<file path="src/rtl/core/grr_pkg.sv">
`default_nettype none

package grr_pkg;

   localparam int COORD_BITS    = 12;
   localparam int DIM_BITS      = 11;
   localparam int SIZE_BITS     = 4;
   localparam int SCALE_BITS    = 4;
   localparam int COLOR_BITS    = 16;
   localparam int NEXT_X_BITS   = 13;
   localparam int CODE_BITS     = 8;
   localparam int MAX_SCALE     = 8;
   localparam int GLYPH_COLS    = 5;
   localparam int GLYPH_ROWS    = 7;
   localparam int GLYPH_DOTS    = GLYPH_COLS * GLYPH_ROWS;
   localparam int ROM_BITS      = GLYPH_COLS * 8;
   // wide enough for an origin plus four scaled columns and the screen size
   localparam int POS_BITS      = 15;
   localparam int COL_BITS      = $clog2(GLYPH_COLS);
   localparam int ROW_BITS      = $clog2(GLYPH_ROWS);
   localparam int CSR_IDX_BITS  = 2;
   localparam int JOB_DEPTH     = 2;
   localparam int RSP_DEPTH     = 2;

   localparam logic [CODE_BITS-1:0] FIRST_CODE = 8'h20;
   localparam logic [CODE_BITS-1:0] LAST_CODE  = 8'h7E;
   localparam logic [CODE_BITS-1:0] SUBST_CODE = 8'h3F;

   localparam logic [DIM_BITS-1:0] SCREEN_WIDTH_RESET  = 11'd240;
   localparam logic [DIM_BITS-1:0] SCREEN_HEIGHT_RESET = 11'd135;

   typedef enum logic [CSR_IDX_BITS-1:0] {
      CSR_SCREEN_WIDTH  = 2'd0,
      CSR_SCREEN_HEIGHT = 2'd1
   } csr_index_type;

   typedef struct packed {
      logic [GLYPH_DOTS-1:0]         glyph;   // bit col*7+row, row 0 on top
      logic signed [COORD_BITS-1:0]  ox;
      logic signed [COORD_BITS-1:0]  oy;
      logic [COLOR_BITS-1:0]         ink;
      logic [SCALE_BITS-1:0]         scale;   // already saturated
      logic signed [NEXT_X_BITS-1:0] next_x;
   } job_type;

   typedef struct packed {
      logic                          empty;
      logic                          full;
   } queue_status_type;

   typedef struct packed {
      logic [DIM_BITS-1:0]           rect_x;
      logic [DIM_BITS-1:0]           rect_y;
      logic [SIZE_BITS-1:0]          rect_w;
      logic [SIZE_BITS-1:0]          rect_h;
      logic [COLOR_BITS-1:0]         fill_color;
      logic                          draw_valid;
      logic                          last_of_glyph;
      logic signed [NEXT_X_BITS-1:0] next_x;
   } result_type;

   // Five column bytes per glyph, first column in the top byte.
   function automatic logic [ROM_BITS-1:0] font_rom(input logic [CODE_BITS-1:0] code);
      logic [ROM_BITS-1:0] r;
      case (code)
         8'h20: r = 40'h0000000000;
         8'h21: r = 40'h00005F0000;
         8'h22: r = 40'h0007000700;
         8'h23: r = 40'h147F147F14;
         8'h24: r = 40'h242A7F2A12;
         8'h25: r = 40'h2313086462;
         8'h26: r = 40'h3649552250;
         8'h27: r = 40'h0005030000;
         8'h28: r = 40'h001C224100;
         8'h29: r = 40'h0041221C00;
         8'h2A: r = 40'h14083E0814;
         8'h2B: r = 40'h08083E0808;
         8'h2C: r = 40'h0050300000;
         8'h2D: r = 40'h0808080808;
         8'h2E: r = 40'h0060600000;
         8'h2F: r = 40'h2010080402;
         8'h30: r = 40'h3E5149453E;
         8'h31: r = 40'h00427F4000;
         8'h32: r = 40'h4261514946;
         8'h33: r = 40'h2141454B31;
         8'h34: r = 40'h1814127F10;
         8'h35: r = 40'h2745454539;
         8'h36: r = 40'h3C4A494930;
         8'h37: r = 40'h0171090503;
         8'h38: r = 40'h3649494936;
         8'h39: r = 40'h064949291E;
         8'h3A: r = 40'h0036360000;
         8'h3B: r = 40'h0056360000;
         8'h3C: r = 40'h0008142241;
         8'h3D: r = 40'h1414141414;
         8'h3E: r = 40'h4122140800;
         8'h3F: r = 40'h0201510906;
         8'h40: r = 40'h324979413E;
         8'h41: r = 40'h7E1111117E;
         8'h42: r = 40'h7F49494936;
         8'h43: r = 40'h3E41414122;
         8'h44: r = 40'h7F4141221C;
         8'h45: r = 40'h7F49494941;
         8'h46: r = 40'h7F09090901;
         8'h47: r = 40'h3E4149497A;
         8'h48: r = 40'h7F0808087F;
         8'h49: r = 40'h00417F4100;
         8'h4A: r = 40'h2040413F01;
         8'h4B: r = 40'h7F08142241;
         8'h4C: r = 40'h7F40404040;
         8'h4D: r = 40'h7F020C027F;
         8'h4E: r = 40'h7F0408107F;
         8'h4F: r = 40'h3E4141413E;
         8'h50: r = 40'h7F09090906;
         8'h51: r = 40'h3E4151215E;
         8'h52: r = 40'h7F09192946;
         8'h53: r = 40'h4649494931;
         8'h54: r = 40'h01017F0101;
         8'h55: r = 40'h3F4040403F;
         8'h56: r = 40'h1F2040201F;
         8'h57: r = 40'h3F4038403F;
         8'h58: r = 40'h6314081463;
         8'h59: r = 40'h0708700807;
         8'h5A: r = 40'h6151494543;
         8'h5B: r = 40'h007F414100;
         8'h5C: r = 40'h0204081020;
         8'h5D: r = 40'h0041417F00;
         8'h5E: r = 40'h0402010204;
         8'h5F: r = 40'h4040404040;
         8'h60: r = 40'h0001020400;
         8'h61: r = 40'h2054545478;
         8'h62: r = 40'h7F48444438;
         8'h63: r = 40'h3844444420;
         8'h64: r = 40'h384444487F;
         8'h65: r = 40'h3854545418;
         8'h66: r = 40'h087E090102;
         8'h67: r = 40'h0C5252523E;
         8'h68: r = 40'h7F08040478;
         8'h69: r = 40'h00447D4000;
         8'h6A: r = 40'h2040443D00;
         8'h6B: r = 40'h7F10284400;
         8'h6C: r = 40'h00417F4000;
         8'h6D: r = 40'h7C04180478;
         8'h6E: r = 40'h7C08040478;
         8'h6F: r = 40'h3844444438;
         8'h70: r = 40'h7C14141408;
         8'h71: r = 40'h081414187C;
         8'h72: r = 40'h7C08040408;
         8'h73: r = 40'h4854545420;
         8'h74: r = 40'h043F444020;
         8'h75: r = 40'h3C4040207C;
         8'h76: r = 40'h1C2040201C;
         8'h77: r = 40'h3C4030403C;
         8'h78: r = 40'h4428102844;
         8'h79: r = 40'h0C5050503C;
         8'h7A: r = 40'h4464544C44;
         8'h7B: r = 40'h0008364100;
         8'h7C: r = 40'h00007F0000;
         8'h7D: r = 40'h0041360800;
         8'h7E: r = 40'h0804081008;
         default: r = 40'h0201510906;
      endcase
      return r;
   endfunction

endpackage

`default_nettype wire

</file>
<file path="src/rtl/core/grr_job_queue.sv">
`default_nettype none

module grr_job_queue import grr_pkg::*; (
   input  wire logic             clock,
   input  wire logic             reset,
   input  wire logic             write,
   input  wire job_type          write_data,
   input  wire logic             read,
   output      job_type          read_data,
   output      queue_status_type status
);

   localparam int PTR_BITS = $clog2(JOB_DEPTH);
   localparam int CNT_BITS = $clog2(JOB_DEPTH + 1);

   job_type             entry_ff [JOB_DEPTH];
   logic [PTR_BITS-1:0] wr_ptr_ff;
   logic [PTR_BITS-1:0] rd_ptr_ff;
   logic [CNT_BITS-1:0] count_ff;
   logic                do_write;
   logic                do_read;

   assign status.full  = (count_ff == CNT_BITS'(JOB_DEPTH));
   assign status.empty = (count_ff == '0);
   assign do_write     = write && !status.full;
   assign do_read      = read && !status.empty;
   assign read_data    = entry_ff[rd_ptr_ff];

   always_ff @(posedge clock) begin
      if (do_write) begin
         entry_ff[wr_ptr_ff] <= write_data;
      end
      if (reset) begin
         wr_ptr_ff <= '0;
         rd_ptr_ff <= '0;
         count_ff  <= '0;
      end else begin
         if (do_write) begin
            wr_ptr_ff <= (wr_ptr_ff == PTR_BITS'(JOB_DEPTH-1)) ? '0 : wr_ptr_ff + 1'b1;
         end
         if (do_read) begin
            rd_ptr_ff <= (rd_ptr_ff == PTR_BITS'(JOB_DEPTH-1)) ? '0 : rd_ptr_ff + 1'b1;
         end
         count_ff <= count_ff + CNT_BITS'(do_write) - CNT_BITS'(do_read);
      end
   end

endmodule

`default_nettype wire

</file>
<file path="config.mk">
export PLATFORM = sky130hd
export DESIGN_NAME = grr_job_queue
export DESIGN_NICKNAME = d
export VERILOG_FILES = /design/src/rtl/core/grr_pkg.sv /design/src/rtl/core/grr_job_queue.sv
export SDC_FILE = /design/constraint.sdc
export NUM_CORES = 1
export LEC_CHECK = 0
export BUFFER_PORTS_ARGS = -buffer_cell sky130_fd_sc_hd__buf_2
export CORE_ASPECT_RATIO = 1.75
export CORE_MARGIN = 5
export CORE_UTILIZATION = 29
export CTS_CLUSTER_DIAMETER = 40
export DETAILED_ROUTE_END_ITERATION = 7
export GPL_TIMING_DRIVEN = 0
export PLACE_DENSITY_LB_ADDON = 0.1
export SYNTH_ARGS = -nofsm -noshare
export SYNTH_HDL_FRONTEND = slang
export SYNTH_SLANG_ARGS = --single-unit
</file>
<file path="constraint.sdc">
create_clock -name clock -period 7.15 [get_ports clock]
set_clock_uncertainty 0.15 [all_clocks]
set_input_delay 0.715 -clock clock [delete_from_list [all_inputs] [get_ports clock]]
set_output_delay 0.715 -clock clock [all_outputs]
set_load 0.01 [all_outputs]
</file>
== After elaboration in Yosys (flattened, before gate mapping) ==
Memories as Yosys holds them, arrays and structs flattened. A register that Yosys moved wholly into a read port is not among the register bits.
Cells that the tools add are included.

* Register bits: 4
* RAM bits: 184
* Output and inout port bits: 94
* Input bits: 96
* Memories: 1
* Word-level logic and storage cells: 20

{| class="wikitable"
|+ Memory list
! memory !! words !! width !! read ports !! clocked after memory_dff !! wr ports !! line !! RTL
|-
| entry_ff || 2 || 92 || 1 || 1 || 1 || grr_job_queue.sv:16 || <nowiki>job_type entry_ff [JOB_DEPTH];</nowiki>
|}

* Multiplexer cells: 6
* Add/subtract/negate cells: 4
* Equality and inequality tests: 1
* Reduce and logical (&&, ||, !) cells: 5

{| class="wikitable"
|+ Operators by type and width
! cell !! number
|-
| two-way mux 1 bit || 6
|-
| adder 1 bit, second input constant || 2
|-
| adder 2 x 1 -> 2 bit || 1
|-
| == test 2 bit, second input constant || 1
|-
| logical AND 1 bit || 2
|-
| logical NOT 1 bit || 2
|-
| logical NOT 2 bit || 1
|-
| subtractor 2 x 1 -> 2 bit || 1
|}

== Depth between registers and ports, before layout ==
Gate-level depths: netlist of run 1.

* Depth after elaboration: 5
* Mapped depth: 8
* Depth with buffers taken out: 8

== Worst setup path after synthesis of run 1 ==
OpenSTA, ideal clock, no wires.

* Kind: in2reg
* Start: input write
* End: memory entry_ff[0][0] (netlist name) (enable)
* Setup slack: 3.656 ns
* Stages: 3
* Arrival time: 2.899 ns
* Required time: 6.554 ns
* Setup time: 0.446 ns
* Cells stage by stage: inv_1 > or3_1 > inv_1

* Word-level cells in the longest chain between the ends: 3

{| class="wikitable"
|+ Ends and longest elaborated chain
! element !! line !! RTL
|-
| start: declaration || grr_job_queue.sv:6 || <nowiki>input wire logic write,</nowiki>
|-
| logical AND 1 bit || grr_job_queue.sv:25 || <nowiki>assign do_write = write && !status.full;</nowiki>
|-
| two-way mux 1 bit || grr_job_queue.sv:30 || <nowiki>if (do_write) begin</nowiki>
|-
| two-way mux 1 bit (not written as such) || grr_job_queue.sv:31 || <nowiki>entry_ff[wr_ptr_ff] <= write_data;</nowiki>
|-
| end: declaration || grr_job_queue.sv:16 ||
|}

No other way between the ends.

==> results of run 1 <==
==> critical path, stage by stage (launching register included) <==
cell	delay [ns]
dfxtp_1	0.32
buf_4	0.24
buf_6	0.19
mux2_2	0.35
buf_2	0.15
==> path summary, 6_finish.rpt <==
| kind | slack (ns) | start | depth (start not counted) | endpoint |
|---|---|---|---|---|
| min | 0.31 | write_data[5] | 1 | entry_ff[0][5] |
| max reg2reg | 4.89 | count_ff[0] | 5 | entry_ff[0][75] |
| min reg2reg | 0.35 | wr_ptr_ff | 2 | wr_ptr_ff |
| max | 4.59 | flop | 4 | read_data[45] |
==> cell type report <==
class | instances | area [sq um]
fillers | 2204 | 14600
flip-flops and latches | 189 | 5630
multi-input cells | 110 | 1160
repair buffers | 191 | 1000
clock buffers | 19 | 433
well taps | 304 | 380
plain buffers | 10 | 103
clock inverters | 13 | 101
inverters | 4 | 17.5
==> through the flow <==
stage | power (W) | cell area [sq um] | hold slack, ns
final | 0.00316 | 8820 | 0.310
after global routing | 0.00334 | 8820 | 0.277
after CTS | 0.00324 | 8820 | 0.277
after detailed placement | 0.00236 | 8290 | 0.338
after global placement | 0.00234 | 8220 | 0.320
after floorplan | 0.00200 | 6900 | 0.301
==> per-layer routing <==
metal  track usage  vias to the layer above  wire length [um]
met3        0.0349                       16               842
li1              -                     1657                 -
met4        0.0634                        0               386
met1         0.104                     1734              4880
met2         0.215                      106              8590
met5             0                        -                 0
==> layout by cell type (no fill, tap or decap), drive strengths merged, types with 2 or more instances in the layout <==
cell	synthesis	routed
buf	10	201
clkbuf	0	19
clkinv	0	10
clkinvlp	0	2
dfxtp	5	5
edfxtp	184	184
ha	2	2
inv	4	4
mux2	92	92
nor2	4	4
==> power by group through the flow <==
stage | clock network, W | logic (W) | registers [W]
CTS | 0.000905 | 0.000888 | 0.00145
detailed placement | 0 | 0.000886 | 0.00147
floorplan | 0 | 0.000525 | 0.00147
global placement | 0 | 0.000857 | 0.00148
global route | 0.000952 | 0.000929 | 0.00146
finish | 0.000868 | 0.000847 | 0.00144
==> registers in the layout (all words and copies together), names as in the netlist, named ones only <==
name,count
entry_ff,184
count_ff,2
rd_ptr_ff,1
wr_ptr_ff,1
==> synthesized netlist by cell type (all sizes together) <==
master	count
and2	1
nor2b	1
nor3	1
xnor2	1
dfxtp	5
o21a	1
edfxtp	184
a21oi	1
ha	2
and3	1
mux2	92
nand2	1
o21ai	1
or3	1
buf	10
nand2b	1
nor2	4
inv	4
xor2	1
==> cells by family after synthesis <==
logic type                 synth area share
AOI/OAI and AO/OA                   0.00254
and+or+nand+nor                     0.00853
muxes                                 0.150
xor gates and xnor gates            0.00254
adders and majority gates           0.00363
DFF                                   0.816
buffers and inverters                0.0171
==> flow_metrics.tcl, run 1 <==
set metrics [dict create \
    place.detailed.hpwl_mm 10.4 \
    chipWidth_um 127 \
    buffers_inserted_during_post_cts_setup_optimization 0 \
    tritoncts.num_buffers 17 \
    clock.fmax_mhz 391 \
    yosysWarningCount 0 \
    routed_via_density 4.18 \
    clk_root_buffer_cell "clkbuf_16" \
    worstSetupEndpointType "primary output" \
    p_per_area_nw_per_um2 358 \
    synth_sequential_area_ratio 0.816 \
    p_leak_nw 3.26 \
    irDropWorstVdd_mv 0.217 \
    avgRoutedWirePerCell_um 17.5 \
    tritoncts "built" \
    syn-cell-area_sq_um 6900 \
    postSynthCellCount 313 \
    syn_avg_cell_area_sq_um 22.0 \
    dp_slack_ns 4.48 \
    cts_buffer_depth 2 \
    design_internal_power_w 0.00228 \
    placeableCoreArea_sq_um 23400 \
    layout_setup_ws_ns 4.59 \
    flow.area_growth_from_synthesis_pct 27.9 \
    via_count 3513 \
    die_area_sq_um 27100 \
    clock_power_share 0.275 \
    seqPwrFrac 0.457 \
    fin_tns_setup_ns 0 \
    grt_first_pass_wirelength_mm 22.6 \
    grt-ovfl-total 0 \
    io_pins 190 \
    timing.critical_path.required_ns 6.28 \
    worstSkewPairLatency_ns 0.43 \
    final_core_utilization 0.377 \
    result_of_the_run "completed" \
    yosys.cell_types.count 22 \
    finalCritPeriodShare 0.357 \
    timing.critical_path.fanout_max 10 \
    clock_sink_count 189 \
    synth.area.top_cells "edfxtp_1 80%, mux2_2 15%, dfxtp_1 1.5%, buf_6 1.3%, ha_1 0.36%" \
    synth_largest_area_cell "edfxtp_1" \
    max_cap_violations 0 \
    drtPass1Iterations 4 \
    antenna_left 0 \
    ys_ff_latch 189 \
    critPathKind "flop to primary output" \
    postCtsHoldBufs 0 \
    groute.usage.overall 0.113 \
    placed_cells 808 \
    cts_max_level 4 \
    n_antenna_cell 0 \
    min_path_type "primary input to flop" \
    pins_over_their_slew_limit 0 \
    rsz0062_at_grt "no" \
    report.final.setup_viol 0 \
    routabilityCongestion 0.695 \
    num-nets-final 621 \
    finalWirelength_mm 14.7 \
    net-switching-power_w 0.000879 \
    synth.net_count 411 \
    synth.top_cell.area_share 0.801 \
    post-route-drc-count 0 \
    floorplan.initialDensity 0.294 \
    die_height_um 214 \
    crit_path_launch_type "flop" \
    first_iter_violations 147 \
    worst-slew-pin-transition_ns 0.704 \
    timing_hold_violations_final 0 \
    power.share.combinational 0.268 \
    post_route_cells_drive_above_1_share 0.603 \
    cp_data_arrival_time_ns 1.69 \
    vias_in_the_first_global_route 3962 \
    antenna_found_initial 0 \
    row_count 74 \
    sw_frac_of_total 0.278 \
    cts_resized 0 \
    minimum_clock_period_after_layout_ns 2.56 \
    grt_start_max_net_pins 52 \
    worst_setup_hold_path_clk_slew_ns 0.07 \
    slew_headroom 0.531 \
    final_cell_count_no_fill 840 \
    portBuffers 189 \
]
(Power assumes the default switching activity.)
==> run 2, diff against run 1 <==
clock period = 2.1 ns   (was 7.15 ns; I/O delays follow)
==> run 2 against run 1 <==
  * Utilization rose by 4.1 points
  * Via count is 12% higher
  * Power increased to 3.4 times the previous value
  * Final area up 11%
  * Global-route usage rose by 0.32 points
  * Critical path type is now flop to flop
  * Sequential share of layout area down 6.3 points
==> flow_metrics.tcl, run 2 (synthesis results as in run 1) <==
set metrics [dict create \
    slew_headroom 0.559 \
    timing.critical_path.fanout_max 37 \
    worst-slew-pin-transition_ns 0.658 \
    drtPass1Iterations 4 \
    crit_path_launch_type "flop" \
    avgRoutedWirePerCell_um 16.1 \
    fillers 2190 \
    min_path_type "primary input to flop" \
    clk_root_buffer_cell "clkbuf_16" \
    routabilityCongestion 0.700 \
    critical_path.startpoint "count_ff[0]" \
    worst_setup_hold_path_clk_slew_ns 0.06 \
    worstSkewPairLatency_ns 0.43 \
    layout_common_cells "190 x buf_2, 184 x edfxtp_1, 93 x dlygate4sd3_1" \
    timing.critical_path.required_ns 2.07 \
    max_cap_violations 0 \
    cp_data_arrival_time_ns 1.98 \
    cts_max_level 4 \
    irDropWorstVdd_mv 0.672 \
    design_internal_power_w 0.00783 \
    routed_via_density 4.19 \
    flow.area_growth_from_synthesis_pct 41.9 \
    pins_over_their_slew_limit 0 \
    via_count 3919 \
    timing_hold_violations_final 0 \
    p_leak_nw 3.64 \
    r2r-start "count_ff[0]" \
    grt_start_max_net_pins 53 \
    floorplan.initialDensity 0.294 \
    die_area_sq_um 27100 \
    buffers_inserted_during_post_cts_setup_optimization 0 \
    placeableCoreArea_sq_um 23400 \
    critPathKind "flop to flop" \
    vias_in_the_first_global_route 4422 \
    reg.largest.list "entry_ff x184, count_ff x2" \
    holdPathEnd "wr_ptr_ff" \
    first_iter_violations 186 \
    place.detailed.hpwl_mm 9.98 \
    antenna_found_initial 2 \
    grt-ovfl-total 0 \
    worstReg2RegEnd "entry_ff[0][22]" \
    largest_register_ffs 184 \
    regMostFlops "entry_ff" \
    tritoncts.num_buffers 17 \
    cts_buffer_depth 2 \
    grt_first_pass_wirelength_mm 23.6 \
    io_pins 190 \
    clock_power_share 0.260 \
    minimum_clock_period_after_layout_ns 2.01 \
    reg2reg_slack_ns 0.09 \
    clock_sink_count 189 \
    report.final.setup_viol 0 \
    num-nets-final 716 \
    worstSetupEndpointType "flop" \
    finalCritPeriodShare 0.955 \
    dp_slack_ns -0.0803 \
    chipWidth_um 127 \
    reg2reg_depth 5 \
    final_common_cell "buf_2" \
    p_per_area_nw_per_um2 1110 \
    post_route_cells_drive_above_1_share 0.520 \
    count_of_cells_along_the_worst_hold_path 4 \
    layout_setup_ws_ns 0.0939 \
    sw_frac_of_total 0.280 \
    row_count 74 \
    power.share.combinational 0.287 \
    clock.fmax_mhz 498 \
    final_core_utilization 0.418 \
    seqPwrFrac 0.453 \
    die_height_um 214 \
    net-switching-power_w 0.00304 \
    result_of_the_run "completed" \
    portBuffers 189 \
    rsz0062_at_grt "yes" \
    finalWirelength_mm 15.1 \
    hold_start "write" \
    groute.usage.overall 0.116 \
    antenna_left 0 \
    post-route-drc-count 0 \
    tritoncts "built" \
]
==> run 2: cell count changes in the layout (fill, tap and decap cells not counted), moves of 2 or more <==
| cell | before | now |
|---|---|---|
| dfxtp_1 | 5 | 3 |
| buf_12 | 0 | 3 |
| buf_6 | 8 | 5 |
| dfxtp_2 | 0 | 2 |
| buf_8 | 0 | 3 |
| dlygate4sd3_1 | 0 | 93 |
| clkinvlp_4 | 2 | 4 |
==> run 2: power by group through the flow <==
stage                     registers (W)  clock network [W]  logic [W]
after floorplan                 0.00500                  0    0.00181
after global placement          0.00504                  0    0.00295
after detailed placement        0.00501                  0    0.00304
after CTS                       0.00493            0.00296    0.00322
after global routing            0.00497            0.00313    0.00340
final                           0.00493            0.00283    0.00312
==> run 2: how the worst max path moves through the flow <==
| stage | slack (ns) | end |
|---|---|---|
| finish | 0.09 | entry_ff[0][22] |
| global route | -0.004 | entry_ff[1][36] |
| CTS | 0.005 | read_data[39] |
| detailed placement | -0.08 | entry_ff[0][24] |
| global placement | -1.45 | entry_ff[0][24] |
| floorplan | -0.42 | entry_ff[0][0] |
==> run 2: area by class of cell <==
class / count / area, sq um / share of cell area
Timing Repair Buffer: 285 / 1940 / 0.199
Multi-Input combinational cell: 110 / 1170 / 0.119
Antenna cell: 1 / 2.50 / 0.000256
Inverter: 4 / 21.3 / 0.00217
Sequential cell: 189 / 5630 / 0.575
Tap cell: 304 / 380 / 0.0389
Clock buffer: 20 / 437 / 0.0446
Timing Repair inverter: 1 / 5.00 / 0.000511
Buffer: 10 / 126 / 0.0129
Clock inverter: 12 / 75.1 / 0.00767
==> run 2: layer usage <==
metal,routed length (um),global-route usage,vias to the layer above,share of wire
met3,1040,0.0451,14,0.069
met2,8620,0.217,117,0.57
met4,243,0.0526,2,0.016
li1,-,-,1853,-
met1,5160,0.109,1933,0.34
met5,7,0,-,0.00046
==> run 2: repair_timing <==
item | in CTS | in global routing
hold buffers | 93 | 0
pin swaps | 0 | 0
gates cloned | 1 | 0
endpoints found under the hold margin | 189 | 0
gates resized for setup | 2 | 4
setup endpoints to repair | 152 | 16
==> run 2: worst max-delay path, stage by stage, from the launching register on <==
cell and delay (ns):
dfxtp_2 0.36, nand2b_4 0.15, inv_4 0.04, or3_4 0.40
clkinvlp_4 0.29, buf_12 0.29
==> run 2: through the flow <==
stage               cell area, sq um  total power (W)  hold slack (ns)  std cells  TNS, ns
detailed placement              8310          0.00806            0.251        809    -5.32
CTS                             9770           0.0111          0.00499        935        0
global placement                8240          0.00800            0.247        806  -215.70
global route                    9790           0.0115           0.0337        936  -0.0194
finish                          9790           0.0109           0.0389        936        0
floorplan                       6920          0.00681            0.124        313   -51.33
