### src/rtl/core/grr_pkg.sv
`default_nettype none

package grr_pkg;

   localparam int COORD_BITS    = 12;
   localparam int DIM_BITS      = 11;
   localparam int SIZE_BITS     = 4;
   localparam int SCALE_BITS    = 4;
   localparam int COLOR_BITS    = 16;
   localparam int NEXT_X_BITS   = 13;
   localparam int CODE_BITS     = 8;
   localparam int MAX_SCALE     = 8;
   localparam int GLYPH_COLS    = 5;
   localparam int GLYPH_ROWS    = 7;
   localparam int GLYPH_DOTS    = GLYPH_COLS * GLYPH_ROWS;
   localparam int ROM_BITS      = GLYPH_COLS * 8;
   // wide enough for an origin plus four scaled columns and the screen size
   localparam int POS_BITS      = 15;
   localparam int COL_BITS      = $clog2(GLYPH_COLS);
   localparam int ROW_BITS      = $clog2(GLYPH_ROWS);
   localparam int CSR_IDX_BITS  = 2;
   localparam int JOB_DEPTH     = 2;
   localparam int RSP_DEPTH     = 2;

   localparam logic [CODE_BITS-1:0] FIRST_CODE = 8'h20;
   localparam logic [CODE_BITS-1:0] LAST_CODE  = 8'h7E;
   localparam logic [CODE_BITS-1:0] SUBST_CODE = 8'h3F;

   localparam logic [DIM_BITS-1:0] SCREEN_WIDTH_RESET  = 11'd240;
   localparam logic [DIM_BITS-1:0] SCREEN_HEIGHT_RESET = 11'd135;

   typedef enum logic [CSR_IDX_BITS-1:0] {
      CSR_SCREEN_WIDTH  = 2'd0,
      CSR_SCREEN_HEIGHT = 2'd1
   } csr_index_type;

   typedef struct packed {
      logic [GLYPH_DOTS-1:0]         glyph;   // bit col*7+row, row 0 on top
      logic signed [COORD_BITS-1:0]  ox;
      logic signed [COORD_BITS-1:0]  oy;
      logic [COLOR_BITS-1:0]         ink;
      logic [SCALE_BITS-1:0]         scale;   // already saturated
      logic signed [NEXT_X_BITS-1:0] next_x;
   } job_type;

   typedef struct packed {
      logic                          empty;
      logic                          full;
   } queue_status_type;

   typedef struct packed {
      logic [DIM_BITS-1:0]           rect_x;
      logic [DIM_BITS-1:0]           rect_y;
      logic [SIZE_BITS-1:0]          rect_w;
      logic [SIZE_BITS-1:0]          rect_h;
      logic [COLOR_BITS-1:0]         fill_color;
      logic                          draw_valid;
      logic                          last_of_glyph;
      logic signed [NEXT_X_BITS-1:0] next_x;
   } result_type;

   // Five column bytes per glyph, first column in the top byte.
   function automatic logic [ROM_BITS-1:0] font_rom(input logic [CODE_BITS-1:0] code);
      logic [ROM_BITS-1:0] r;
      case (code)
         8'h20: r = 40'h0000000000;
         8'h21: r = 40'h00005F0000;
         8'h22: r = 40'h0007000700;
         8'h23: r = 40'h147F147F14;
         8'h24: r = 40'h242A7F2A12;
         8'h25: r = 40'h2313086462;
         8'h26: r = 40'h3649552250;
         8'h27: r = 40'h0005030000;
         8'h28: r = 40'h001C224100;
         8'h29: r = 40'h0041221C00;
         8'h2A: r = 40'h14083E0814;
         8'h2B: r = 40'h08083E0808;
         8'h2C: r = 40'h0050300000;
         8'h2D: r = 40'h0808080808;
         8'h2E: r = 40'h0060600000;
         8'h2F: r = 40'h2010080402;
         8'h30: r = 40'h3E5149453E;
         8'h31: r = 40'h00427F4000;
         8'h32: r = 40'h4261514946;
         8'h33: r = 40'h2141454B31;
         8'h34: r = 40'h1814127F10;
         8'h35: r = 40'h2745454539;
         8'h36: r = 40'h3C4A494930;
         8'h37: r = 40'h0171090503;
         8'h38: r = 40'h3649494936;
         8'h39: r = 40'h064949291E;
         8'h3A: r = 40'h0036360000;
         8'h3B: r = 40'h0056360000;
         8'h3C: r = 40'h0008142241;
         8'h3D: r = 40'h1414141414;
         8'h3E: r = 40'h4122140800;
         8'h3F: r = 40'h0201510906;
         8'h40: r = 40'h324979413E;
         8'h41: r = 40'h7E1111117E;
         8'h42: r = 40'h7F49494936;
         8'h43: r = 40'h3E41414122;
         8'h44: r = 40'h7F4141221C;
         8'h45: r = 40'h7F49494941;
         8'h46: r = 40'h7F09090901;
         8'h47: r = 40'h3E4149497A;
         8'h48: r = 40'h7F0808087F;
         8'h49: r = 40'h00417F4100;
         8'h4A: r = 40'h2040413F01;
         8'h4B: r = 40'h7F08142241;
         8'h4C: r = 40'h7F40404040;
         8'h4D: r = 40'h7F020C027F;
         8'h4E: r = 40'h7F0408107F;
         8'h4F: r = 40'h3E4141413E;
         8'h50: r = 40'h7F09090906;
         8'h51: r = 40'h3E4151215E;
         8'h52: r = 40'h7F09192946;
         8'h53: r = 40'h4649494931;
         8'h54: r = 40'h01017F0101;
         8'h55: r = 40'h3F4040403F;
         8'h56: r = 40'h1F2040201F;
         8'h57: r = 40'h3F4038403F;
         8'h58: r = 40'h6314081463;
         8'h59: r = 40'h0708700807;
         8'h5A: r = 40'h6151494543;
         8'h5B: r = 40'h007F414100;
         8'h5C: r = 40'h0204081020;
         8'h5D: r = 40'h0041417F00;
         8'h5E: r = 40'h0402010204;
         8'h5F: r = 40'h4040404040;
         8'h60: r = 40'h0001020400;
         8'h61: r = 40'h2054545478;
         8'h62: r = 40'h7F48444438;
         8'h63: r = 40'h3844444420;
         8'h64: r = 40'h384444487F;
         8'h65: r = 40'h3854545418;
         8'h66: r = 40'h087E090102;
         8'h67: r = 40'h0C5252523E;
         8'h68: r = 40'h7F08040478;
         8'h69: r = 40'h00447D4000;
         8'h6A: r = 40'h2040443D00;
         8'h6B: r = 40'h7F10284400;
         8'h6C: r = 40'h00417F4000;
         8'h6D: r = 40'h7C04180478;
         8'h6E: r = 40'h7C08040478;
         8'h6F: r = 40'h3844444438;
         8'h70: r = 40'h7C14141408;
         8'h71: r = 40'h081414187C;
         8'h72: r = 40'h7C08040408;
         8'h73: r = 40'h4854545420;
         8'h74: r = 40'h043F444020;
         8'h75: r = 40'h3C4040207C;
         8'h76: r = 40'h1C2040201C;
         8'h77: r = 40'h3C4030403C;
         8'h78: r = 40'h4428102844;
         8'h79: r = 40'h0C5050503C;
         8'h7A: r = 40'h4464544C44;
         8'h7B: r = 40'h0008364100;
         8'h7C: r = 40'h00007F0000;
         8'h7D: r = 40'h0041360800;
         8'h7E: r = 40'h0804081008;
         default: r = 40'h0201510906;
      endcase
      return r;
   endfunction

endpackage

`default_nettype wire

### src/rtl/core/grr_back.sv
`default_nettype none

module grr_back import grr_pkg::*; (
   input  wire logic                 clock,
   input  wire logic                 reset,
   input  wire logic [DIM_BITS-1:0]  screen_width,
   input  wire logic [DIM_BITS-1:0]  screen_height,
   input  wire queue_status_type     job_status,
   input  wire job_type              job_data,
   output      logic                 job_read,
   input  wire logic                 pop,
   output      logic                 rsp_empty,
   output      result_type           rsp_head
);

   typedef enum logic [1:0] {
      S_IDLE,
      S_WALK,
      S_FINISH
   } state_type;

   localparam int RPTR_BITS = $clog2(RSP_DEPTH);
   localparam int RCNT_BITS = $clog2(RSP_DEPTH + 1);

   state_type                     state_ff;
   logic [GLYPH_DOTS-1:0]         glyph_ff;
   logic signed [POS_BITS-1:0]    x_cur_ff;
   logic signed [POS_BITS-1:0]    y_cur_ff;
   logic signed [COORD_BITS-1:0]  oy_ff;
   logic [SCALE_BITS-1:0]         scale_ff;
   logic [COLOR_BITS-1:0]         ink_ff;
   logic signed [NEXT_X_BITS-1:0] next_x_ff;
   logic [COL_BITS-1:0]           col_ff;
   logic [ROW_BITS-1:0]           row_ff;
   result_type                    pend_ff;
   logic                          pend_valid_ff;

   result_type                    rsp_ff [RSP_DEPTH];
   logic [RPTR_BITS-1:0]          rsp_wr_ff;
   logic [RPTR_BITS-1:0]          rsp_rd_ff;
   logic [RCNT_BITS-1:0]          rsp_count_ff;

   logic                          room;
   logic                          load;
   logic                          last_dot;
   logic                          visible;
   logic signed [POS_BITS-1:0]    cx, cy, cw, ch, s_pos, sw_pos, sh_pos;
   result_type                    cur;
   logic                          rsp_push;
   result_type                    rsp_push_data;
   logic                          rsp_pop;

   assign room     = (rsp_count_ff != RCNT_BITS'(RSP_DEPTH));
   assign load     = ((state_ff == S_IDLE) || ((state_ff == S_FINISH) && room))
                     && !job_status.empty;
   assign job_read = load;
   assign last_dot = (col_ff == COL_BITS'(GLYPH_COLS-1)) && (row_ff == ROW_BITS'(GLYPH_ROWS-1));

   // clip the square of the current dot against the screen
   always_comb begin
      s_pos  = $signed(POS_BITS'(scale_ff));
      sw_pos = $signed(POS_BITS'(screen_width));
      sh_pos = $signed(POS_BITS'(screen_height));
      cx = x_cur_ff;
      cy = y_cur_ff;
      cw = s_pos;
      ch = s_pos;
      if (cx < 0) begin
         cw = cw + cx;
         cx = '0;
      end
      if (cy < 0) begin
         ch = ch + cy;
         cy = '0;
      end
      if (cx + cw > sw_pos) begin
         cw = sw_pos - cx;
      end
      if (cy + ch > sh_pos) begin
         ch = sh_pos - cy;
      end
      visible = glyph_ff[0] && (cw > 0) && (ch > 0);

      cur.rect_x        = cx[DIM_BITS-1:0];
      cur.rect_y        = cy[DIM_BITS-1:0];
      cur.rect_w        = cw[SIZE_BITS-1:0];
      cur.rect_h        = ch[SIZE_BITS-1:0];
      cur.fill_color    = ink_ff;
      cur.draw_valid    = 1'b1;
      cur.last_of_glyph = 1'b0;
      cur.next_x        = next_x_ff;
   end

   // a rectangle leaves only once the next visible one, or the glyph end, is known
   always_comb begin
      rsp_push      = 1'b0;
      rsp_push_data = pend_ff;
      case (state_ff)
         S_WALK: begin
            rsp_push = room && visible && pend_valid_ff;
         end
         S_FINISH: begin
            rsp_push = room;
            if (pend_valid_ff) begin
               rsp_push_data.last_of_glyph = 1'b1;
            end else begin
               rsp_push_data = '0;
               rsp_push_data.last_of_glyph = 1'b1;
               rsp_push_data.next_x = next_x_ff;
            end
         end
         default: begin
            rsp_push = 1'b0;
         end
      endcase
   end

   assign rsp_pop   = pop && (rsp_count_ff != '0);
   assign rsp_empty = (rsp_count_ff == '0);
   assign rsp_head  = rsp_ff[rsp_rd_ff];

   always_ff @(posedge clock) begin
      if (rsp_push) begin
         rsp_ff[rsp_wr_ff] <= rsp_push_data;
      end
      if (load) begin
         glyph_ff  <= job_data.glyph;
         x_cur_ff  <= $signed({{(POS_BITS-COORD_BITS){job_data.ox[COORD_BITS-1]}}, job_data.ox});
         y_cur_ff  <= $signed({{(POS_BITS-COORD_BITS){job_data.oy[COORD_BITS-1]}}, job_data.oy});
         oy_ff     <= job_data.oy;
         scale_ff  <= job_data.scale;
         ink_ff    <= job_data.ink;
         next_x_ff <= job_data.next_x;
      end else if ((state_ff == S_WALK) && room) begin
         glyph_ff <= glyph_ff >> 1;
         if (row_ff == ROW_BITS'(GLYPH_ROWS-1)) begin
            x_cur_ff <= x_cur_ff + $signed(POS_BITS'(scale_ff));
            y_cur_ff <= $signed({{(POS_BITS-COORD_BITS){oy_ff[COORD_BITS-1]}}, oy_ff});
         end else begin
            y_cur_ff <= y_cur_ff + $signed(POS_BITS'(scale_ff));
         end
      end
      if ((state_ff == S_WALK) && room && visible) begin
         pend_ff <= cur;
      end

      if (reset) begin
         state_ff      <= S_IDLE;
         col_ff        <= '0;
         row_ff        <= '0;
         pend_valid_ff <= 1'b0;
         rsp_wr_ff     <= '0;
         rsp_rd_ff     <= '0;
         rsp_count_ff  <= '0;
      end else begin
         case (state_ff)
            S_IDLE: begin
               if (load) begin
                  state_ff      <= S_WALK;
                  col_ff        <= '0;
                  row_ff        <= '0;
                  pend_valid_ff <= 1'b0;
               end
            end
            S_WALK: begin
               if (room) begin
                  if (visible) begin
                     pend_valid_ff <= 1'b1;
                  end
                  if (row_ff == ROW_BITS'(GLYPH_ROWS-1)) begin
                     row_ff <= '0;
                     col_ff <= col_ff + 1'b1;
                  end else begin
                     row_ff <= row_ff + 1'b1;
                  end
                  if (last_dot) begin
                     state_ff <= S_FINISH;
                  end
               end
            end
            S_FINISH: begin
               if (room) begin
                  pend_valid_ff <= 1'b0;
                  col_ff        <= '0;
                  row_ff        <= '0;
                  state_ff      <= load ? S_WALK : S_IDLE;
               end
            end
            default: begin
               state_ff <= S_IDLE;
            end
         endcase

         if (rsp_push) begin
            rsp_wr_ff <= (rsp_wr_ff == RPTR_BITS'(RSP_DEPTH-1)) ? '0 : rsp_wr_ff + 1'b1;
         end
         if (rsp_pop) begin
            rsp_rd_ff <= (rsp_rd_ff == RPTR_BITS'(RSP_DEPTH-1)) ? '0 : rsp_rd_ff + 1'b1;
         end
         rsp_count_ff <= rsp_count_ff + RCNT_BITS'(rsp_push) - RCNT_BITS'(rsp_pop);
      end
   end

endmodule

`default_nettype wire

### config.mk
export PLATFORM = sky130hd
export DESIGN_NAME = grr_back
export DESIGN_NICKNAME = d
export VERILOG_FILES = /design/src/rtl/core/grr_pkg.sv /design/src/rtl/core/grr_back.sv
export SDC_FILE = /design/constraint.sdc
export NUM_CORES = 1
export LEC_CHECK = 0
export BUFFER_PORTS_ARGS = -buffer_cell sky130_fd_sc_hd__buf_2
export CAP_MARGIN = 20
export CORE_UTILIZATION = 55
export DETAILED_ROUTE_END_ITERATION = 7
export PLACE_DENSITY = 0.86
export SETUP_SLACK_MARGIN = 0.1
export SYNTH_ARGS = -nofsm -noshare
export SYNTH_HDL_FRONTEND = slang
export SYNTH_SLANG_ARGS = --single-unit
### constraint.sdc
create_clock -name clock -period 18.3 [get_ports clock]
set_input_delay 1.83 -clock clock [delete_from_list [all_inputs] [get_ports clock]]
set_output_delay 1.83 -clock clock [all_outputs]
set_load 0.1 [all_outputs]
Word-level counts from Yosys, hierarchy flattened
Memories as Yosys holds them, arrays and structs flattened. A register that Yosys moved wholly into a read port is not among the register bits.
Cells that the tools add are included.
{"block": "word_totals", "ramBits": 122, "word_cells": 116, "in_bits": 119, "memories": 1, "latchBits": 0, "mem_bits_ro": 0, "output_inout_bits": 63, "regBits": 182}
{"block": "op_classes", "reduce_logical": 23, "n_shift": 0, "multipliers": 0, "order_cmp": 6, "n_addsub": 12, "eq_ne": 11, "n_mux": 43, "n_bitwise": 0, "div": 0}
{"memory": "rsp_ff", "words": 2, "word_bits": 61, "rd": 1, "rd_ports_with_merged_regs": 1, "wr": 1, "line": "grr_back.sv:38", "rtl": "result_type rsp_ff [RSP_DEPTH];"}
{"operator": "two-way mux 15 bit", "count": 12}
{"operator": "two-way mux 35 bit", "count": 2}
{"operator": "two-way mux 61 bit", "count": 1}
{"operator": "two-way mux 47 bit", "count": 1}
{"operator": "adder 15 bit", "count": 2}
{"operator": "adder 15 x 5 -> 15 bit", "count": 2}
{"operator": "> comparator 15 x 1 -> 1 bit (second input constant)", "count": 2}
{"operator": "> comparator 15 x 12 -> 1 bit", "count": 2}
{"operator": "less-than comparator 15 x 1 -> 1 bit (second input constant)", "count": 2}
{"operator": "subtractor 12 x 15 -> 15 bit", "count": 2}
{"operator": "two-way mux 3 bit", "count": 6}
{"operator": "one-hot mux 3 bit (3 select lines)", "count": 2}
{"operator": "two-way mux 13 bit", "count": 1}
{"operator": "!= test 2 bit (second input constant)", "count": 6}
{"operator": "two-way mux 1 bit", "count": 11}
{"operator": "logical AND 1 bit", "count": 10}
{"operator": "AND reduction 5 bit", "count": 2}
{"operator": "two-way mux 2 bit", "count": 4}
{"operator": "AND reduction 4 bit", "count": 2}
{"operator": "adder 3 x 1 -> 3 bit (second input constant)", "count": 2}
{"operator": "== test 3 bit (second input constant)", "count": 2}
{"operator": "one-hot mux 2 bit (3 select lines)", "count": 1}
{"operator": "nonzero test 2 bit", "count": 3}
{"operator": "logical NOT 2 bit", "count": 2}
{"operator": "other kinds (12)", "count": 13}

Longest topological paths before layout
{"block": "depth", "depth_word": 13, "depth_mapped": 33, "depth_no_buf": 32}

Worst setup path before layout
OpenSTA, ideal clock, no wires.
{"block": "synth_path", "kind": "reg-to-reg", "startpoint": "register scale_ff[0]", "endpoint": "register pend_ff[0] (netlist bit), enable pin", "setup_time_ns": 0.549, "arrival_ns": 9.153, "period_less_slack_ns": 9.702, "setup_slack_ns": 8.598, "stages_incl_launch_ff": 26, "path_buffers": 0, "cell_sequence": "edfxtp_1 > ha_1 > fa_1 > xnor2_1 > nand2_1 > o21ai_0 > inv_1 > ha_1 > nor2b_1 > o21ai_0 > nand2_1 > a21bo_2 > or3_1 > nor3_1 > xnor2_1 > ha_1 > nand2_1 > nor2_1 > a211oi_1 > a221o_1 > nand2b_1 > nor4_4 > a21o_1 > a221oi_4 > mux2_4 > nor3_1"}
{"block": "synth_via", "elab_chain_len": 9}
{"element": "start, declared", "line": "grr_back.sv:30", "rtl": "logic [SCALE_BITS-1:0] scale_ff;"}
{"element": "start signal, assigned", "line": "grr_back.sv:131", "rtl": "scale_ff <= job_data.scale;"}
{"element": "adder 15 x 5 -> 15 bit", "line": "grr_back.sv:69", "rtl": "cw = cw + cx;"}
{"element": "two-way mux 15 bit", "line": "grr_back.sv:68", "rtl": "if (cx < 0) begin"}
{"element": "adder 15 bit", "line": "grr_back.sv:76", "rtl": "if (cx + cw > sw_pos) begin"}
{"element": "> comparator 15 x 12 -> 1 bit", "line": "grr_back.sv:76"}
{"element": "two-way mux 15 bit", "line": "grr_back.sv:76"}
{"element": "> comparator 15 x 1 -> 1 bit", "line": "grr_back.sv:82", "rtl": "visible = glyph_ff[0] && (cw > 0) && (ch > 0);"}
{"element": "logical AND 1 bit", "line": "grr_back.sv:82"}
{"element": "logical AND 1 bit *", "line": "grr_back.sv:82"}
{"element": "logical AND 1 bit *", "line": "grr_back.sv:143", "rtl": "if ((state_ff == S_WALK) && room && visible) begin"}
{"element": "end signal, assigned", "line": "grr_back.sv:144", "rtl": "pend_ff <= cur;"}
{"element": "end, declared", "line": "grr_back.sv:35", "rtl": "result_type pend_ff;"}
Every way passes the cells marked *; elsewhere a longest branch is shown, timed or not.
A chain may end at the register's enable or synchronous reset.

Final worst setup path
{"block": "layout_path", "startpoint": "register scale_ff[0]", "endpoint": "memory rsp_ff[1][11] (netlist bit), enable pin"}
{"block": "layout_via", "elab_chain_len": 13}
{"element": "adder 15 x 5 -> 15 bit", "line": "grr_back.sv:69"}
{"element": "two-way mux 15 bit", "line": "grr_back.sv:68"}
{"element": "adder 15 bit", "line": "grr_back.sv:76"}
{"element": "> comparator 15 x 12 -> 1 bit", "line": "grr_back.sv:76"}
{"element": "two-way mux 15 bit", "line": "grr_back.sv:76"}
{"element": "> comparator 15 x 1 -> 1 bit", "line": "grr_back.sv:82"}
{"element": "logical AND 1 bit", "line": "grr_back.sv:82"}
{"element": "logical AND 1 bit *", "line": "grr_back.sv:82"}
{"element": "logical AND 1 bit * (2 in a row)", "line": "grr_back.sv:100", "rtl": "rsp_push = room && visible && pend_valid_ff;"}
{"element": "one-hot mux 1 bit (2 select lines) *", "line": "grr_back.sv:98", "rtl": "case (state_ff)"}
{"element": "two-way mux 1 bit *", "line": "grr_back.sv:123", "rtl": "if (rsp_push) begin"}
{"element": "two-way mux 1 bit (implied by the code) *", "line": "grr_back.sv:124", "rtl": "rsp_ff[rsp_wr_ff] <= rsp_push_data;"}
{"element": "end, declared", "line": "grr_back.sv:38"}
Marks and branches as above.

==> results.json <==
{
  "criticalPathCategory": "flip-flop to flip-flop",
  "ir_worst_vdd_uv": 125.8,
  "cts.path.max_buffers": 3,
  "rows": 62,
  "cts_setup_buffers": 0,
  "portBuffers": 180,
  "placed_cell_area_um2": 17370,
  "cp-start-kind": "flip-flop",
  "synth_common_cells": "291 x edfxtp_1, 201 x nand2_1, 79 x nor2_1",
  "p_seq_share_pct": 32.8,
  "grt_overflow": 0,
  "ys_seq_area_share_pct": 56.03,
  "syn_to_final_growth_pct": 14.70,
  "first_pass_iters": 7,
  "rsz0062_at_grt": "no",
  "powerDensity_nw_per_um2": 184.4,
  "ant_nets": 0,
  "synthesis.area_um2": 16100,
  "synth_warnings": 0,
  "slew_headroom_pct": 40.63,
  "holdCritStartpoint": "ink_ff[1]$_DFFE_PP_",
  "cts-root-buf": "clkbuf_16",
  "tritoncts": "built",
  "p_sw_uw": 1463,
  "fmax_mhz": 127.2,
  "core_um2": 28780,
  "cpMaxStageDelayCell": "buf_4",
  "viasPerCell": 5.618,
  "cts_sinks": 305,
  "synth.most_common_cell": "edfxtp_1",
  "skew_ns": 0.01465,
  "ys_ff_latch": 305,
  "min_to": "pend_ff[16]$_DFFE_PP_",
  "ios": 182,
  "status": "finished clean",
  "period_minus_slack_ns": 7.860,
  "combPwrFrac_pct": 47.9,
  "nFillCells": 2207,
  "reg2reg_depth": 26,
  "first_global_vias": 10710,
  "grt_max_degree": 64,
  "max_stage_delay_ns": 0.64,
  "final_area_um2": 18460,
  "finalSetupTns_ns": 0,
  "yosysUniqueCellTypes": 79,
  "ys.flop_type": "edfxtp_1",
  "clkTransAtPathRegs_ns": 0.06,
  "worstReg2RegStart": "scale_ff[0]$_DFFE_PP_",
  "worst_pin_slew_ns": 0.8906,
  "wl_mm": 33.88,
  "yosysTopAreaCell": "edfxtp_1",
  "reg2reg_setup_slack_ns": 10.44,
  "initial_core_util_pct": 55.93,
  "syn_inst": 1399,
  "r2r_end": "rsp_ff[1][11]$_DFFE_PP_",
  "cts-resized-gates": 0,
  "maxCapViolations": 0,
  "nets": 1756,
  "drtIter0Drc": 920,
  "worstPathArrival_ns": 8.05,
  "required_ns": 18.49,
  "final_hold_viol_count": 0,
  "gp_congestion": 0.9105,
  "clkPwrFrac_pct": 19.4,
  "drc": 0,
  "synth_edf_count": 291,
  "wl_per_cell_um": 17.15,
  "synth_nets": 1592,
  "synth_area_leaders": "edfxtp_1 54%, ha_1 5.3%, mux2_2 5.2%",
  "p_leak_uw": 0.007240,
  "setup_viol": 0,
  "finalMaxSlewViolations": 0,
  "grt_pass1_wl_mm": 54.06,
  "track_usage_pct": 22.24,
  "insertion_delay_ns": 0.57,
  "netlist.area_leader.share_pct": 54.29,
  "drive_gt1_share_pct": 21.74,
  "hpwl_mm": 23.61,
  "hold_buffers": 0,
  "cp_max_fo": 61,
  "swShare_pct": 42.97,
  "vias": 11100,
  "hold_path_depth": 0,
  "htreeDepth": 1,
  "endpoint_kind": "flip-flop",
  "antenna_found_initial": 5,
  "fp.dieW_um": 173.1,
  "dieArea_um2": 29950,
  "die_h_um": 173.1,
  "internal-power_uw": 1942,
  "synth-async-reset-ratio_pct": 0,
  "fin_util_pct": 64.15,
  "avgSynthCellArea_um2": 11.50,
  "post-route-period-util_pct": 42.95,
  "min_path_type": "flip-flop to flip-flop",
  "cts_buffers": 31
}
-- worst max-delay path: cells and delay by family (launching register included) --
kind                       cells  cell delay (ns)
muxes                          1             0.26
adders and majority gates      4             1.31
buffers and inverters          2             0.73
and+or+nand+nor                8             1.52
AOI/OAI and AO/OA              9             2.75
DFF                            1             0.55
xor gates and xnor gates       2             0.32
-- cells in the final DEF (no fill, tap or decap), types with 13 or more instances in the layout --
master / netlist / final
ha_1: 68 / 68
nor3_1: 26 / 25
dfxtp_1: 14 / 13
mux2_2: 74 / 74
nand2b_1: 21 / 20
xnor2_1: 42 / 42
nand4_1: 15 / 15
xor2_1: 20 / 20
inv_1: 76 / 76
and2_1: 55 / 54
mux2i_1: 24 / 24
a31oi_1: 14 / 14
buf_2: 3 / 180
nor2_1: 79 / 79
a21oi_1: 49 / 49
o21ai_0: 64 / 63
clkbuf_16: 0 / 31
edfxtp_1: 291 / 291
nand2_1: 201 / 200
nor2b_1: 15 / 14
nand3_1: 18 / 18
-- worst max-delay path by stage --
| stage | from | endpoint | slack [ns] | depth (start not counted) |
|---|---|---|---|---|
| after floorplan | scale_ff[0]$_DFFE_PP_ | pend_ff[0]$_DFFE_PP_ | 8.60 | 25 |
| after global placement | scale_ff[0]$_DFFE_PP_ | rsp_ff[0][10]$_DFFE_PP_ | 10.79 | 27 |
| after detailed placement | scale_ff[0]$_DFFE_PP_ | rsp_ff[0][10]$_DFFE_PP_ | 10.66 | 27 |
| after CTS | scale_ff[0]$_DFFE_PP_ | rsp_ff[0][39]$_DFFE_PP_ | 10.59 | 27 |
| after global routing | scale_ff[0]$_DFFE_PP_ | rsp_ff[0][35]$_DFFE_PP_ | 9.97 | 26 |
| final | scale_ff[0]$_DFFE_PP_ | rsp_ff[1][11]$_DFFE_PP_ | 10.44 | 26 |
-- layer usage --
layer  vias to the layer above  track usage, %  part of all wire [%]
met5                         -               0                 0.092
met4                         4           5.826                   2.4
met3                        63           4.244                   6.9
met2                       382           36.73                    46
met1                      5224           30.24                    44
li1                       5423               -                     -
-- stage by stage --
step	setup WS [ns]	power, uW	instances	hold slack [ns]
finish	10.44	3405	1975	0.4153
CTS	10.59	3413	1971	0.4193
detailed placement	10.66	2741	1914	0.4052
global placement	10.79	2676	1912	0.4016
floorplan	8.598	2398	1399	0.4003
global route	9.970	3614	1972	0.4220
-- registers in the layout, indices dropped and copies added, names as in the netlist, named ones only --
register       cells
x_cur_ff          15
col_ff             3
scale_ff           4
oy_ff             12
rsp_count_ff       2
ink_ff            16
rsp_rd_ff          1
next_x_ff         13
row_ff             3
glyph_ff          35
y_cur_ff          15
state_ff           2
pend_valid_ff      1
rsp_wr_ff          1
rsp_ff           122
pend_ff           59
-- kinds of logic (layout without fill, tap and decap cells) --
| group | after synthesis | in the layout | share of synthesized area (%) |
|---|---|---|---|
| other | 0 | 4 | 0 |
| buffers and inverters | 137 | 325 | 3.218 |
| and+or+nand+nor | 490 | 490 | 14.79 |
| adders and majority gates | 74 | 74 | 6.032 |
| muxes | 100 | 100 | 6.856 |
| DFF | 305 | 305 | 56.03 |
| AOI/OAI and AO/OA | 230 | 230 | 9.593 |
| xor gates and xnor gates | 63 | 63 | 3.475 |
-- layout make-up --
| cell class | instances | area (um^2) | area share [%] |
|---|---|---|---|
| Multi-Input combinational cell | 957 | 6578 | 35.63 |
| Timing Repair Buffer | 191 | 999.7 | 5.415 |
| Inverter | 77 | 291.5 | 1.579 |
| Sequential cell | 305 | 9020 | 48.86 |
| Antenna cell | 4 | 10.01 | 0.05422 |
| Clock inverter | 23 | 295.3 | 1.599 |
| Tap cell | 384 | 480.5 | 2.603 |
| Clock buffer | 34 | 787.0 | 4.263 |
-- power groups by stage --
| stage | clock [uW] | sequential (uW) | combinational, uW |
|---|---|---|---|
| final | 660 | 1120 | 1630 |
| after global routing | 697 | 1130 | 1780 |
| after CTS | 673 | 1110 | 1630 |
| after detailed placement | 0 | 1130 | 1610 |
| after global placement | 0 | 1120 | 1560 |
| after floorplan | 0 | 1050 | 1350 |
Note: power is estimated with default switching activity, not from simulation.
